<file path="src/rtl/usp_pkg.sv">
// shared constants, types and small tables of the uv sphere vertex block
// no dependencies
`default_nettype none

package usp_pkg;

   localparam int MAX_SLICES  = 256;
   localparam int MAX_STACKS  = 256;
   localparam int STACK_LIMIT = (MAX_STACKS < 511) ? MAX_STACKS : 511;
   localparam int COUNT_W     = 9;
   localparam int TABLE_DEPTH = ((MAX_SLICES > STACK_LIMIT) ? MAX_SLICES : STACK_LIMIT) + 1;
   localparam int TAB_AW      = $clog2(TABLE_DEPTH);

   localparam logic [30:0] HALF_PI_Q30 = 31'd1686629713;
   localparam logic [15:0] HALF_PI_LO  = HALF_PI_Q30[15:0];
   localparam logic [14:0] HALF_PI_HI  = HALF_PI_Q30[30:16];
   localparam logic [32:0] ONE_Q30     = 33'd1073741824;

   localparam int DIV_W      = 44;
   localparam int DIV_DEN_W  = 10;
   localparam int DIV_BITS   = 4;
   localparam int DIV_STEPS  = DIV_W / DIV_BITS;
   localparam int DIV_CNT_W  = $clog2(DIV_STEPS);

   localparam logic [3:0] SERIES_TERMS = 4'd9;

   localparam int FACE_Q_DEPTH = 2;
   localparam int FACE_Q_AW    = 1;
   localparam int OUT_DEPTH    = 8;
   localparam int OUT_AW       = 3;
   localparam int OUT_CW       = 4;

   localparam logic [2:0] FIRST_SLOT = 3'd0;
   localparam logic [2:0] LAST_SLOT  = 3'd5;
   localparam int SLOT_LSB = 133;

   typedef enum logic [1:0] {
      CSR_RADIUS = 2'd0,
      CSR_SLICES = 2'd1,
      CSR_STACKS = 2'd2
   } csr_index_type;

   typedef struct packed {
      logic [7:0] y;
      logic [7:0] x;
   } face_type;

   typedef struct packed {
      logic     valid;
      face_type face;
   } face_q_type;

   typedef struct packed {
      logic        sin_neg;
      logic [30:0] sin_mag;
      logic        cos_neg;
      logic [30:0] cos_mag;
      logic [16:0] tex;
   } table_entry_type;

   localparam int ENTRY_W = $bits(table_entry_type);

   typedef struct packed {
      logic              theta_we;
      logic              phi_we;
      logic [TAB_AW-1:0] addr;
      table_entry_type   data;
   } table_write_type;

   typedef struct packed {
      logic        last;
      logic [2:0]  slot;
      logic [15:0] norm_z;
      logic [15:0] norm_y;
      logic [15:0] norm_x;
      logic [16:0] tex_v;
      logic [16:0] tex_u;
      logic [16:0] pos_z;
      logic [16:0] pos_y;
      logic [16:0] pos_x;
   } rsp_type;

   // corner offsets of the two triangles
   function automatic logic corner_dx(input logic [2:0] slot);
      case (slot)
         3'd1, 3'd3, 3'd5: corner_dx = 1'b1;
         default:          corner_dx = 1'b0;
      endcase
   endfunction

   function automatic logic corner_dy(input logic [2:0] slot);
      case (slot)
         3'd0, 3'd4, 3'd5: corner_dy = 1'b1;
         default:          corner_dy = 1'b0;
      endcase
   endfunction

   // taylor denominators (2n)(2n+1) for sine
   function automatic logic [DIV_DEN_W-1:0] sin_divisor(input logic [3:0] n);
      case (n)
         4'd1:    sin_divisor = 10'd6;
         4'd2:    sin_divisor = 10'd20;
         4'd3:    sin_divisor = 10'd42;
         4'd4:    sin_divisor = 10'd72;
         4'd5:    sin_divisor = 10'd110;
         4'd6:    sin_divisor = 10'd156;
         4'd7:    sin_divisor = 10'd210;
         4'd8:    sin_divisor = 10'd272;
         4'd9:    sin_divisor = 10'd342;
         default: sin_divisor = 10'd1;
      endcase
   endfunction

   // taylor denominators (2n-1)(2n) for cosine
   function automatic logic [DIV_DEN_W-1:0] cos_divisor(input logic [3:0] n);
      case (n)
         4'd1:    cos_divisor = 10'd2;
         4'd2:    cos_divisor = 10'd12;
         4'd3:    cos_divisor = 10'd30;
         4'd4:    cos_divisor = 10'd56;
         4'd5:    cos_divisor = 10'd90;
         4'd6:    cos_divisor = 10'd132;
         4'd7:    cos_divisor = 10'd182;
         4'd8:    cos_divisor = 10'd240;
         4'd9:    cos_divisor = 10'd306;
         default: cos_divisor = 10'd1;
      endcase
   endfunction

endpackage

`default_nettype wire

</file>
<file path="src/rtl/usp_front.sv">
// request side: accepts face items, clamps the indices and queues them
// depends on usp_pkg
`default_nettype none

module usp_front import usp_pkg::*; (
   input  wire logic               clock,
   input  wire logic               reset,
   input  wire logic               req_tvalid,
   output logic                    req_tready,
   input  wire logic [15:0]        req_tdata,
   input  wire logic [COUNT_W-1:0] ns,
   input  wire logic [COUNT_W-1:0] nt,
   input  wire logic               face_pop,
   output face_q_type              face_head
);

   face_type               qmem_ff [FACE_Q_DEPTH];
   logic [FACE_Q_AW-1:0]   wr_ptr_ff, wr_ptr_in;
   logic [FACE_Q_AW-1:0]   rd_ptr_ff, rd_ptr_in;
   logic [FACE_Q_AW:0]     cnt_ff, cnt_in;
   logic                   accept;
   logic [COUNT_W-1:0]     ns_m1, nt_m1;
   face_type               clamped;

   assign ns_m1 = ns - COUNT_W'(1);
   assign nt_m1 = nt - COUNT_W'(1);

   always_comb begin
      clamped.x = (COUNT_W'(req_tdata[7:0]) > ns_m1) ? ns_m1[7:0] : req_tdata[7:0];
      clamped.y = (COUNT_W'(req_tdata[15:8]) > nt_m1) ? nt_m1[7:0] : req_tdata[15:8];
   end

   assign req_tready = (cnt_ff != (FACE_Q_AW + 1)'(FACE_Q_DEPTH));
   assign accept     = req_tvalid && req_tready;

   always_comb begin
      wr_ptr_in = wr_ptr_ff;
      rd_ptr_in = rd_ptr_ff;
      cnt_in    = cnt_ff;
      if (accept) begin
         wr_ptr_in = wr_ptr_ff + FACE_Q_AW'(1);
      end
      if (face_pop) begin
         rd_ptr_in = rd_ptr_ff + FACE_Q_AW'(1);
      end
      case ({accept, face_pop})
         2'b10:   cnt_in = cnt_ff + (FACE_Q_AW + 1)'(1);
         2'b01:   cnt_in = cnt_ff - (FACE_Q_AW + 1)'(1);
         default: cnt_in = cnt_ff;
      endcase
   end

   always_ff @(posedge clock) begin
      if (reset) begin
         wr_ptr_ff <= '0;
         rd_ptr_ff <= '0;
         cnt_ff    <= '0;
      end else begin
         wr_ptr_ff <= wr_ptr_in;
         rd_ptr_ff <= rd_ptr_in;
         cnt_ff    <= cnt_in;
      end
      if (accept) begin
         qmem_ff[wr_ptr_ff] <= clamped;
      end
   end

   assign face_head.valid = (cnt_ff != '0);
   assign face_head.face  = qmem_ff[rd_ptr_ff];

endmodule

`default_nettype wire

</file>
<file path="config.mk">
export PLATFORM = sky130hd
export DESIGN_NAME = usp_front
export DESIGN_NICKNAME = d
export VERILOG_FILES = /design/src/rtl/usp_pkg.sv /design/src/rtl/usp_front.sv
export SDC_FILE = /design/constraint.sdc
export NUM_CORES = 1
export LEC_CHECK = 0
export ABC_AREA = 0
export BUFFER_PORTS_ARGS = -buffer_cell sky130_fd_sc_hd__buf_2
export CAP_MARGIN = 10
export CORE_MARGIN = 5
export CORE_UTILIZATION = 26
export DETAILED_ROUTE_END_ITERATION = 8
export PLACE_DENSITY = 0.49
export SKIP_LAST_GASP = 1
export SLEW_MARGIN = 20
export SYNTH_ARGS = -nofsm -noshare
export SYNTH_HDL_FRONTEND = slang
export SYNTH_SLANG_ARGS = --single-unit
</file>
<file path="constraint.sdc">
create_clock -name clock -period 2.95 [get_ports clock]
set_input_delay 0.59 -clock clock [delete_from_list [all_inputs] [get_ports clock]]
set_output_delay 0.59 -clock clock [all_outputs]
set_load 0.01 [all_outputs]
</file>
==> reports/summary.txt <==
combinational share of power - 27.0%
synthesized area - 2213 um^2
synthesis-to-finish area growth - 36.12%
VDD IR max - 0.2296 mV
Slew @ Worst Pin - 0.8048 ns
clock insertion delay at the later pin of the skew report - 0.29 ns
fin nets - 327
die width - 102.3 um
full die area - 10460 um^2
Final min period - 2.831 ns
GRT Util Overall - 9.930%
Syn. warnings - 0
row cnt - 33
antenna violations before repair - 0
Maximum Capacitance Violations - 0
initial core utilization - 26.80%
Final Slew Violations - 0
share of post-route cells with drive strength above 1 - 45.02%
Total Power - 1543 uW
final non-filler cell total - 376
ANT nets after route - 0
final HPWL from detailed placement - 3889 um
I/O pin cnt - 56
HP Class - flop to flop
Pwr Density - 512.2 nW/um^2
Final GP Congestion - 0.7771
TritonCTS Buffers - 5
vias post-DR - 1633
Netlist cell types - 36
largest net degree at the start of global routing - 17
worst hold margin - 0.5062 ns
first-pass GRT wire length - 7907 um
Rel. slew slack - 46.35%
Max Clk Rate - 353.3 MHz
CTS root buffer - clkbuf_8
Iter 0 DRT Violations - 35
CP required - 2.99 ns
Fin. Hold Viols - 0
status - completed
port buffer count - 55
CTS tree - done
Max Root-Sink Buffers - 2
vias per cell - 4.343
Seq/Total Area, Yosys - 47.94%
Ant. Diodes - 0
final setup vio count - 0
P_sw - 422.3 uW
CP arrival - 2.87 ns
P_int - 1121 uW
area of the core - 8258 um^2
Mapped Cells - 183
Worst-path clk slew - 0.08 ns
critical path class - input pin to flop
grt ovf - 0
syn_area_per_cell - 12.09 um^2
leakage - 0.001261 uW
Clk network pwr share - 29.8%
Hold Buf Count CTS - 0
DRC Markers - 0
Syn Nets - 240
H-tree depth - 2
vias in the first global route - 1692
CP Max Fanout - 5
clock skew - 0.007594 ns
CP Capture Type - flop
placed cells - 366
Reg power frac - 43.2%
Worst setup SP type - input pin
CTS Sinks - 37
Post-Route WL - 4930 um
average wire per standard cell - 13.11 um
switching part of the total - 27.36%
Die H - 102.3 um
period utilization - 95.95%
post-synthesis register bit count - 37
drt pass-1 iters - 4
-- path summary, 6_finish.rpt --
kind             start            end  slack, ns  cells after the start
max              nt[4]  qmem_ff[0][8]       0.12                     12
min          cnt_ff[1]      cnt_ff[1]       0.51                      2
max reg2reg  cnt_ff[0]  qmem_ff[1][7]       1.32                      2
min reg2reg  cnt_ff[1]      cnt_ff[1]       0.51                      2
-- cells in the final DEF (no fill, tap or decap), types with 4 or more instances in the layout --
cell,instances
clkbuf_8,5
edfxtp_1,32
xnor2_1,10
a31oi_1,6
ha_1,19
inv_1,14
mux2i_1,7
mux2_2,16
a21oi_1,11
buf_2,55
nand2_1,9
dfxtp_1,5
buf_4,29
nor3_1,4
nor2_1,9
xor2_1,7
-- cell usage after synthesis, drive strengths merged --
cell	number	share of area [%]
edfxtp	32	43
ha	19	11
mux2	16	8.1
inv	14	2.4
a21oi	11	2.5
mux2i	10	4.5
nor2	10	1.8
xnor2	10	4.0
nand2	9	1.5
xor2	8	3.5
a31oi	6	1.7
dfxtp	5	4.5
nor3	5	1.6
clkbuf	3	0.51
nand4	3	0.85
and3	2	0.57
nand2b	2	0.57
nand3b	2	0.68
nor3b	2	0.68
or3	2	0.79
a211oi	1	0.34
a21o	1	0.34
a221oi	1	0.68
a2bb2oi	1	0.40
buf	1	0.17
nor4	1	0.96
nor4b	1	0.40
o211ai	1	0.34
o21ai	1	0.23
o221a	1	0.51
o221ai	1	0.40
or2	1	0.28
-- power by group through the flow --
| stage | combinational [uW] | sequential (uW) | clock, uW |
|---|---|---|---|
| 2_1_floorplan | 239 | 675 | 0 |
| 3_3_place_gp | 403 | 677 | 0 |
| 3_5_place_dp | 406 | 680 | 0 |
| 4_1_cts | 412 | 668 | 476 |
| 5_1_grt | 470 | 674 | 506 |
| 6_report | 417 | 667 | 459 |
-- registers in the layout, summed over array words and instances (netlist names), named ones only --
register / flops
cnt_ff: 2
rd_ptr_ff: 1
wr_ptr_ff: 1
qmem_ff: 32
-- critical path, stage by stage --
cell and delay [ns]:
buf_2 0.10, or3_4 0.39, nor2_2 0.12, nor4b_4 0.21, xnor2_1 0.17, ha_1 0.28, and3_1 0.19, buf_4 0.14
a221oi_4 0.28, nor3_4 0.06, buf_4 0.17, mux2i_2 0.15
-- logic make-up after synthesis --
logic type      count (synthesis)  share of synthesized area, %
xor+xnor                       18                         7.462
flops                          37                         47.94
compound gates                 25                         7.405
fa+ha+maj                      19                         10.74
mux                            26                         12.66
buf+inv                        18                         3.052
simple gates                   40                         10.74
-- layout make-up --
| type | instances | area, um^2 |
|---|---|---|
| clock inverter | 1 | 8.758 |
| sequential | 37 | 1061 |
| multi-input combinational | 128 | 1147 |
| inverter | 14 | 52.55 |
| fill | 835 | 5245 |
| tap | 105 | 131.4 |
| timing repair buffer | 84 | 493.0 |
| clock buffer | 7 | 118.9 |
-- metal layers --
| metal | share of wire, % | up-vias | track usage [%] |
|---|---|---|---|
| li1 | - | 852 | - |
| met1 | 45 | 753 | 12.38 |
| met2 | 50 | 26 | 16.99 |
| met3 | 4.3 | 2 | 3.413 |
| met4 | 0.22 | 0 | 1.514 |
| met5 | 0 | - | 0 |
-- timing repair --
item	CTS	global route
gates resized for setup	0	9
cloned	0	0
endpoints found under the setup margin	10	32
pin swaps	1	1
buffers inserted	2	0
hold endpoints to repair	0	0
-- per-stage QoR --
stage / area (um^2) / utilization (%) / worst slack, ns / TNS, ns
detailed placement: 2813 / 34.06 / -0.3206 / -7.135
global route: 3013 / 36.48 / -0.01322 / -0.04521
floorplan: 2218 / - / 0.005344 / 0
CTS: 2955 / 35.79 / 0.02117 / 0
finish: 3013 / 36.48 / 0.1194 / 0
global placement: 2813 / 34.06 / -0.2902 / -6.245
(Power assumes the default switching activity.)
