## config.mk

```make
export PLATFORM = sky130hd
export DESIGN_NAME = usp_ram
export DESIGN_NICKNAME = d
export VERILOG_FILES = /design/src/rtl/usp_ram.sv
export SDC_FILE = /design/constraint.sdc
export NUM_CORES = 1
export LEC_CHECK = 0
export CAP_MARGIN = 30
export CORE_MARGIN = 10
export CORE_UTILIZATION = 60
export DETAILED_ROUTE_END_ITERATION = 7
export DONT_BUFFER_PORTS = 1
export HOLD_SLACK_MARGIN = 0.03
export PLACE_DENSITY = 0.74
export SYNTH_ARGS = -nofsm -noshare
export SYNTH_HDL_FRONTEND = slang
export SYNTH_SLANG_ARGS = --single-unit
export TNS_END_PERCENT = 100
```

## constraint.sdc

```tcl
create_clock -name clock -period 2.3 [get_ports clock]
set_input_delay 0.575 -clock clock [delete_from_list [all_inputs] [get_ports clock]]
set_output_delay 0.575 -clock clock [all_outputs]
set_load 0.05 [all_outputs]
```

## src/rtl/usp_ram.sv

```systemverilog
// generic single write, single read ram with registered read data
// no dependencies
`default_nettype none

module usp_ram #(
   parameter int WIDTH = 8,
   parameter int DEPTH = 16
) (
   input  wire logic                     clock,
   input  wire logic                     we,
   input  wire logic [$clog2(DEPTH)-1:0] waddr,
   input  wire logic [WIDTH-1:0]         wdata,
   input  wire logic [$clog2(DEPTH)-1:0] raddr,
   output logic [WIDTH-1:0]              rdata
);

   logic [WIDTH-1:0] mem_ff [DEPTH];
   logic [WIDTH-1:0] rdata_ff;

   always_ff @(posedge clock) begin
      if (we) begin
         mem_ff[waddr] <= wdata;
      end
      rdata_ff <= mem_ff[raddr];
   end

   assign rdata = rdata_ff;

endmodule

`default_nettype wire

```

==> results of run 1 <==
-- per-stage QoR --
| stage | power [µW] | util [%] |
|---|---|---|
| after floorplan | 3030 | - |
| after global placement | 3050 | 64.2 |
| after detailed placement | 3060 | 64.2 |
| after CTS | 5750 | 71.4 |
| after global routing | 5880 | 71.4 |
| final | 5720 | 71.4 |
-- final timing paths --
check / start / endpoint / slack, ns / cells past startpoint
worst min-delay path: wdata[4] / mem_ff[3][4] / 0.16 / 0
worst max-delay path: rdata[2] / rdata[2] / 0.56 / 0
worst max register to register: mem_ff[3][6] / rdata[6] / 0.88 / 3
worst min register to register: mem_ff[7][3] / rdata[3] / 0.67 / 3
-- registers in the layout, indices dropped and copies added (netlist names) --
| register | cells |
|---|---|
| mem_ff | 128 |
| rdata | 8 |
-- power breakdown --
group,internal [µW],switching (µW),total (µW)
sequential,2770,79.4,2850
clock,1760,957,2710
combinational,85.9,68.6,155
-- area by class of cell --
| class | count | area (µm²) |
|---|---|---|
| Sequential cell | 136 | 4000 |
| Fill cell | 478 | 2370 |
| Multi-Input combinational cell | 83 | 1060 |
| Clock buffer | 20 | 425 |
| Clock inverter | 12 | 176 |
| Timing Repair Buffer | 18 | 135 |
| Tap cell | 105 | 131 |
-- per-layer routing --
metal / routed length [µm] / part of all wire (%) / global-route usage (%) / up-vias
li1: - / - / - / 1029
met1: 4000 / 40 / 21.8 / 1238
met2: 4880 / 49 / 25.2 / 151
met3: 1060 / 11 / 6.02 / 9
met4: 116 / 1.2 / 6.09 / 0
met5: 0 / 0 / 0 / -
-- synth_stat cells, drive strengths merged --
master	count	area, µm²
nand3	1	5.00
and2b	1	7.51
edfxtp	128	3840
dfxtp	8	160
nor3	4	20.0
nor2b	1	6.26
nor2	13	48.8
buf	7	56.3
and2	1	6.26
mux4	32	773
or3b	1	8.76
clkdlybuf4s25	3	30.0
a22oi	16	120
nand2b	2	12.5
nand2	9	33.8
nand3b	2	15.0
-- cells in the final DEF (no fill, tap or decap), drive strengths merged --
| master | netlist | routed |
|---|---|---|
| nor3 | 4 | 4 |
| nor2 | 13 | 13 |
| or3b | 1 | 1 |
| bufinv | 0 | 4 |
| nand2b | 2 | 2 |
| clkinvlp | 0 | 2 |
| nor2b | 1 | 1 |
| edfxtp | 128 | 128 |
| buf | 7 | 18 |
| clkbuf | 0 | 20 |
| dfxtp | 8 | 8 |
| nand3 | 1 | 1 |
| mux4 | 32 | 32 |
| and2b | 1 | 1 |
| a22oi | 16 | 16 |
| nand2 | 9 | 9 |
| clkinv | 0 | 6 |
| nand3b | 2 | 2 |
| and2 | 1 | 1 |
-- cells by family after synthesis --
| kind of cell | synth area share, % |
|---|---|
| DFF | 77.8 |
| AOI/OAI and AO/OA | 2.33 |
| muxes | 15.0 |
| and+or+nand+nor | 3.18 |
| buffers and inverters | 1.68 |
==> flow_summary.yaml, run 1 <==
layout:
  drive_gt1_share_pct: 24.5
  fin_cells: 374
  final_area_um2: 5930
  syn_to_final_growth_pct: 15.2
  insertedDiodeCount: 0
  final_nets: 274
sta:
  skew_ns: 0.00825
  fin_crit_ns: 1.74
  slew_violations: 0
  hold_ws_ns: 0.156
  finalHoldViolations: 0
  tightestPinTransition_ns: 0.535
  grt_setup_unrepaired: "no"
  fin_ws_ns: 0.562
  fin_crit_sh_pct: 75.6
  fmax_ghz: 0.575
  totalNegativeSetupSlack_ns: 0
  finalSetupViolations: 0
  slew_headroom_pct: 64.3
clock_tree:
  clk_pin_slew_worst_paths_ns: 0.06
  cts_tree: "done"
  clock_sinks: 136
  cts_buffers: 17
  post-cts-setup-buffer-count: 0
  holdBufCountCts: 0
  htree_levels: 4
  cts.path.max_buffers: 2
  clock_latency_ns: 0.51
  cts_root_buf: "clkbuf_8"
  post_cts_resized: 0
global_route:
  grt_max_degree: 33
  grt_overflow: 0
  antenna_found_initial: 0
  grt_pass1_vias: 2556
  grt_first_pass_wirelength_um: 15700
  grtUsageTotal_pct: 16.7
placement:
  gp_congestion: 0.736
  dp_cells: 342
  postPlaceCellArea_um2: 5330
  dpl.hpwl_um: 5910
  dp_slack_ns: 0.550
  io_buffers: 0
status:
  status: "complete, no violations"
critical_path:
  cp_data_arrival_time_ns: 1.16
  crit_type: "flop to primary output"
  worst_ep_required_time_ns: 1.73
  critPathLaunchType: "flop"
  crit_path_end_kind: "primary output"
  path_max_fanout: 1
floorplan:
  core_area_um2: 8300
  die_w_um: 113
  dieArea_um2: 12700
  dieHeight_um: 113
  initial_core_util_pct: 62.0
  fp-row-count: 33
  io_pins: 26
hold_path:
  worstHoldPathType: "primary input to flop"
power_and_ir_drop:
  power_leakage_uw: 0.00198
  ir_drop_mv: 0.563
  p_per_area_nw_per_um2: 965
synth:
  avgSynthCellArea_um2: 22.5
  synth_area_um2: 5150
  syn_inst: 229
  synth.distinct_cells: 19
  ys_ff_latch: 136
  seq_area_frac_synth_pct: 77.8
  synth_nets: 247
  yosys_warnings: 0
drt:
  viasPerCell: 6.49
  routed_wl_um: 10100
  remaining_drc_errors: 0
  antenna_left: 0
  drt-initial-drc-count: 275
  firstDrtPassIters: 4
  num_vias: 2427
  post_drt_wl_per_cell_um: 26.9
flow_run:
  max_cap_violations: 0
Power figures use the tool's default switching activity.
==> run 2: changes to the inputs <==
Settings changed: CORE_UTILIZATION 60 to 56, PLACE_DENSITY 0.74 to 0.72.
Clock period 2.3 ns to 1.5 ns, I/O delays scaled along.
==> flow_summary.yaml, run 2 (synthesis gave the netlist of run 1 again) <==
sta:
  fin_crit_sh_pct: 95.0
  finalSetupViolations: 0
  skew_ns: 0.00771
  slew_violations: 0
  slew_headroom_pct: 50.5
  grt_setup_unrepaired: "no"
  tightestPinTransition_ns: 0.740
  fmax_ghz: 0.702
  fin_ws_ns: 0.0756
  fin_crit_ns: 1.42
  hold_ws_ns: 0.157
  finalHoldViolations: 0
critical_path:
  path_max_fanout: 1
  r2r_start: "mem_ff[0][1]"
  crit_path_end_kind: "flop"
  reg2reg_depth: 3
  worst_r2r_endpoint: "rdata[1]"
  crit_path_end: "rdata[1]"
  worst_ep_required_time_ns: 1.88
  crit_type: "flop to flop"
  critPathLaunchType: "flop"
  r2r_slack_ns: 0.08
  cp_data_arrival_time_ns: 1.81
  cp-startpoint: "mem_ff[0][1]"
layout:
  final_nets: 280
  largest_reg_flops: 128
  final_common_cell: "edfxtp_1"
  fill_cells: 540
  syn_to_final_growth_pct: 17.6
  drive_gt1_share_pct: 28.4
  regMostFlops: "mem_ff"
  final_area_um2: 6050
  final_cell_mix: "edfxtp_1 (128), mux4_2 (18), a22oi_1 (16), clkbuf_16 (16), mux4_1 (14)"
global_route:
  grt_overflow: 0
  antenna_found_initial: 1
  grt_first_pass_wirelength_um: 15300
  grt_pass1_vias: 2527
  grt_max_degree: 33
  grtUsageTotal_pct: 16.2
placement:
  gp_congestion: 0.757
  dp_slack_ns: 0.0307
  postPlaceCellArea_um2: 5390
  dpl.hpwl_um: 5930
  io_buffers: 0
floorplan:
  die_w_um: 116
  initial_core_util_pct: 58.2
  core_area_um2: 8850
  dieArea_um2: 13400
  fp-row-count: 34
  io_pins: 26
  dieHeight_um: 116
drt:
  remaining_drc_errors: 0
  viasPerCell: 6.13
  firstDrtPassIters: 4
  drt-initial-drc-count: 278
  antenna_left: 0
  routed_wl_um: 9990
  post_drt_wl_per_cell_um: 26.0
  num_vias: 2355
clock_tree:
  cts_tree: "done"
  cts_root_buf: "clkbuf_8"
  cts_buffers: 17
  post-cts-setup-buffer-count: 0
  htree_levels: 4
  clock_latency_ns: 0.51
  clk_pin_slew_worst_paths_ns: 0.06
  cts.path.max_buffers: 2
  clock_sinks: 136
power_and_ir_drop:
  report.power.total_uw: 8660
  ir_drop_mv: 0.908
  power_leakage_uw: 0.00201
  p_per_area_nw_per_um2: 1430
status:
  status: "complete, no violations"
flow_run:
  max_cap_violations: 0
hold_path:
  worstHoldPathType: "primary input to flop"
run 2: worst min path at each step:
stage                         from            to  depth (start not counted)
after floorplan           wdata[0]  mem_ff[0][0]                          0
after global placement    wdata[1]  mem_ff[4][1]                          0
after global routing      raddr[1]      rdata[2]                          3
after detailed placement  wdata[2]  mem_ff[5][2]                          0
after CTS                 raddr[1]      rdata[2]                          3
final                     raddr[1]      rdata[2]                          3
run 2: layout make-up:
type,count,area [µm²],share of cell area (%)
diodes,1,2.50,0.0413
flip-flops and latches,136,4010,66.3
repair buffers,24,238,3.93
clock buffers,18,418,6.90
clock inverters,14,158,2.60
multi-input cells,83,1090,18.0
well taps,108,135,2.23
run 2: power by group:
group	leakage [µW]	total, µW	internal, µW	switching (µW)
clock	0.000275	3980	2510	1470
sequential	0.00122	4380	4260	118
combinational	0.000505	302	147	155
run 2: layer usage:
| layer | GRT usage (%) | up-vias | part of all wire, % | wire [µm] |
|---|---|---|---|---|
| li1 | - | 1043 | - | - |
| met1 | 20.7 | 1228 | 43 | 4270 |
| met2 | 25.7 | 74 | 50 | 4990 |
| met3 | 5.63 | 10 | 6.5 | 645 |
| met4 | 5.09 | 0 | 0.84 | 84 |
| met5 | 0 | - | 0 | 0 |
run 2: timing repair:
item	4_1_cts	5_1_grt
setup endpoints to repair	8	0
hold buffers	8	0
resized for setup	8	0
hold endpoints to repair	128	0
run 2: stage by stage:
stage / cells / util [%] / TNS (ns)
2_1_floorplan: 229 / - / -0.0529
3_5_place_dp: 343 / 60.9 / 0
3_3_place_gp: 343 / 60.9 / 0
5_1_grt: 383 / 68.4 / 0
6_report: 384 / 68.4 / 0
4_1_cts: 383 / 68.4 / 0
run 2: critical path, stage by stage, from the launching register on:
cell and delay, ns:
edfxtp_1 0.39, mux4_1 0.50, a22oi_1 0.30, nand2_1 0.10
==> run 3: changes to the inputs <==
Settings changed: CORE_ASPECT_RATIO from default to 0.7, GPL_ROUTABILITY_DRIVEN from default to 0.
==> flow_summary.yaml, run 3 (synthesis gave the netlist of run 1 again) <==
global_route:
  antenna_found_initial: 0
  grt.busiest_layer: "met2"
  use_met1_pct: 21.7
  grtUsageTotal_pct: 16.0
  grt_overflow: 0
  grtUsageMet3_pct: 6.74
  grt_first_pass_wirelength_um: 15200
  gr-usage-met2_pct: 22.8
  grt_max_degree: 33
  grt_pass1_vias: 2449
critical_path:
  crit_path_end_kind: "primary output"
  critPathLaunchType: "flop"
  worst_ep_required_time_ns: 1.12
  crit_type: "flop to primary output"
  path_max_fanout: 1
  cp_data_arrival_time_ns: 1.08
clock_tree:
  clk_pin_slew_worst_paths_ns: 0.05
  post-cts-setup-buffer-count: 0
  cts_tree: "done"
  clock_latency_ns: 0.42
  cts.path.max_buffers: 2
  clock_sinks: 136
  cts_buffers: 17
  htree_levels: 4
  cts_root_buf: "clkbuf_16"
placement:
  dpl.hpwl_um: 6320
  io_buffers: 0
  postPlaceCellArea_um2: 5460
layout:
  drive_gt1_share_pct: 26.9
  final_area_um2: 6110
  regMostFlops: "mem_ff"
  final_cell_mix: "edfxtp_1 (128), mux4_2 (18), buf_4 (18)"
  final_nets: 284
  insertedDiodeCount: 0
  final_common_cell: "edfxtp_1"
  syn_to_final_growth_pct: 18.7
  largest_reg_flops: 128
floorplan:
  initial_core_util_pct: 57.2
  fp-row-count: 29
  core_area_um2: 9000
  dieHeight_um: 100
  dieArea_um2: 13500
  die_w_um: 135
  io_pins: 26
sta:
  totalNegativeSetupSlack_ns: 0
  fmax_ghz: 0.687
  tightestPinTransition_ns: 0.823
  slew_violations: 0
  skew_ns: 0.00461
  grt_setup_unrepaired: "no"
  fin_crit_ns: 1.46
  fin_crit_sh_pct: 97.0
  hold_ws_ns: 0.0481
  finalHoldViolations: 0
  slew_headroom_pct: 45.0
  finalSetupViolations: 0
hold_path:
  worstHoldPathType: "primary input to flop"
power_and_ir_drop:
  clockPowerShare_pct: 46.7
  p_switching_uw: 1740
  p_per_area_nw_per_um2: 1430
  ir_drop_mv: 1.05
  swShare_pct: 19.9
  combPwrFrac_pct: 3.3
  seq_power_share_pct: 50.0
  internal-power_uw: 6980
  power_leakage_uw: 0.00203
drt:
  routed_wl_um: 10300
  drt-initial-drc-count: 274
  viasPerCell: 6.14
  antenna_left: 0
  post_drt_wl_per_cell_um: 25.5
  firstDrtPassIters: 5
  num_vias: 2473
  remaining_drc_errors: 0
status:
  status: "complete, no violations"
flow_run:
  max_cap_violations: 0
run 3: worst paths after layout:
path | startpoint | end | slack, ns | cells past startpoint
hold reg to reg | mem_ff[15][0] | rdata[0] | 0.68 | 3
setup / recovery | rdata[5] | rdata[5] | 0.04 | 0
hold / removal | wdata[5] | mem_ff[6][5] | 0.05 | 0
setup reg to reg | mem_ff[2][4] | rdata[4] | 0.14 | 3
run 3: stage by stage:
step	total power, µW	std cells	setup slack, ns	util [%]
after floorplan	4660	229	-0.0115	-
after global placement	4690	365	0.0232	60.7
after detailed placement	4700	365	0.0159	60.7
after CTS	8750	397	0.0259	67.2
after global routing	8970	403	0.0140	67.9
final	8720	403	0.0446	67.9
run 3: routing by layer:
metal	part of all wire, %	up-vias
met2	44	122
met5	0	-
met1	46	1283
li1	-	1051
met4	1.5	0
met3	8.4	17
run 3: power by group through the flow:
stage | combinational (µW) | sequential, µW | clock [µW]
CTS | 266 | 4360 | 4120
floorplan | 222 | 4430 | 0
global placement | 259 | 4440 | 0
global route | 299 | 4370 | 4300
finish | 284 | 4360 | 4070
detailed placement | 263 | 4440 | 0
run 3: area by class of cell:
cell class	instances	area (µm²)
fillers	600	2890
well taps	124	155
clock inverters	15	159
clock buffers	17	425
multi-input cells	83	1090
repair buffers	28	275
flip-flops and latches	136	4010
run 3: what timing repair did:
action,in CTS,in global routing
setup endpoints to repair,1,0
endpoints found under the hold margin,0,14
resized for setup,1,0
hold buffers,0,6
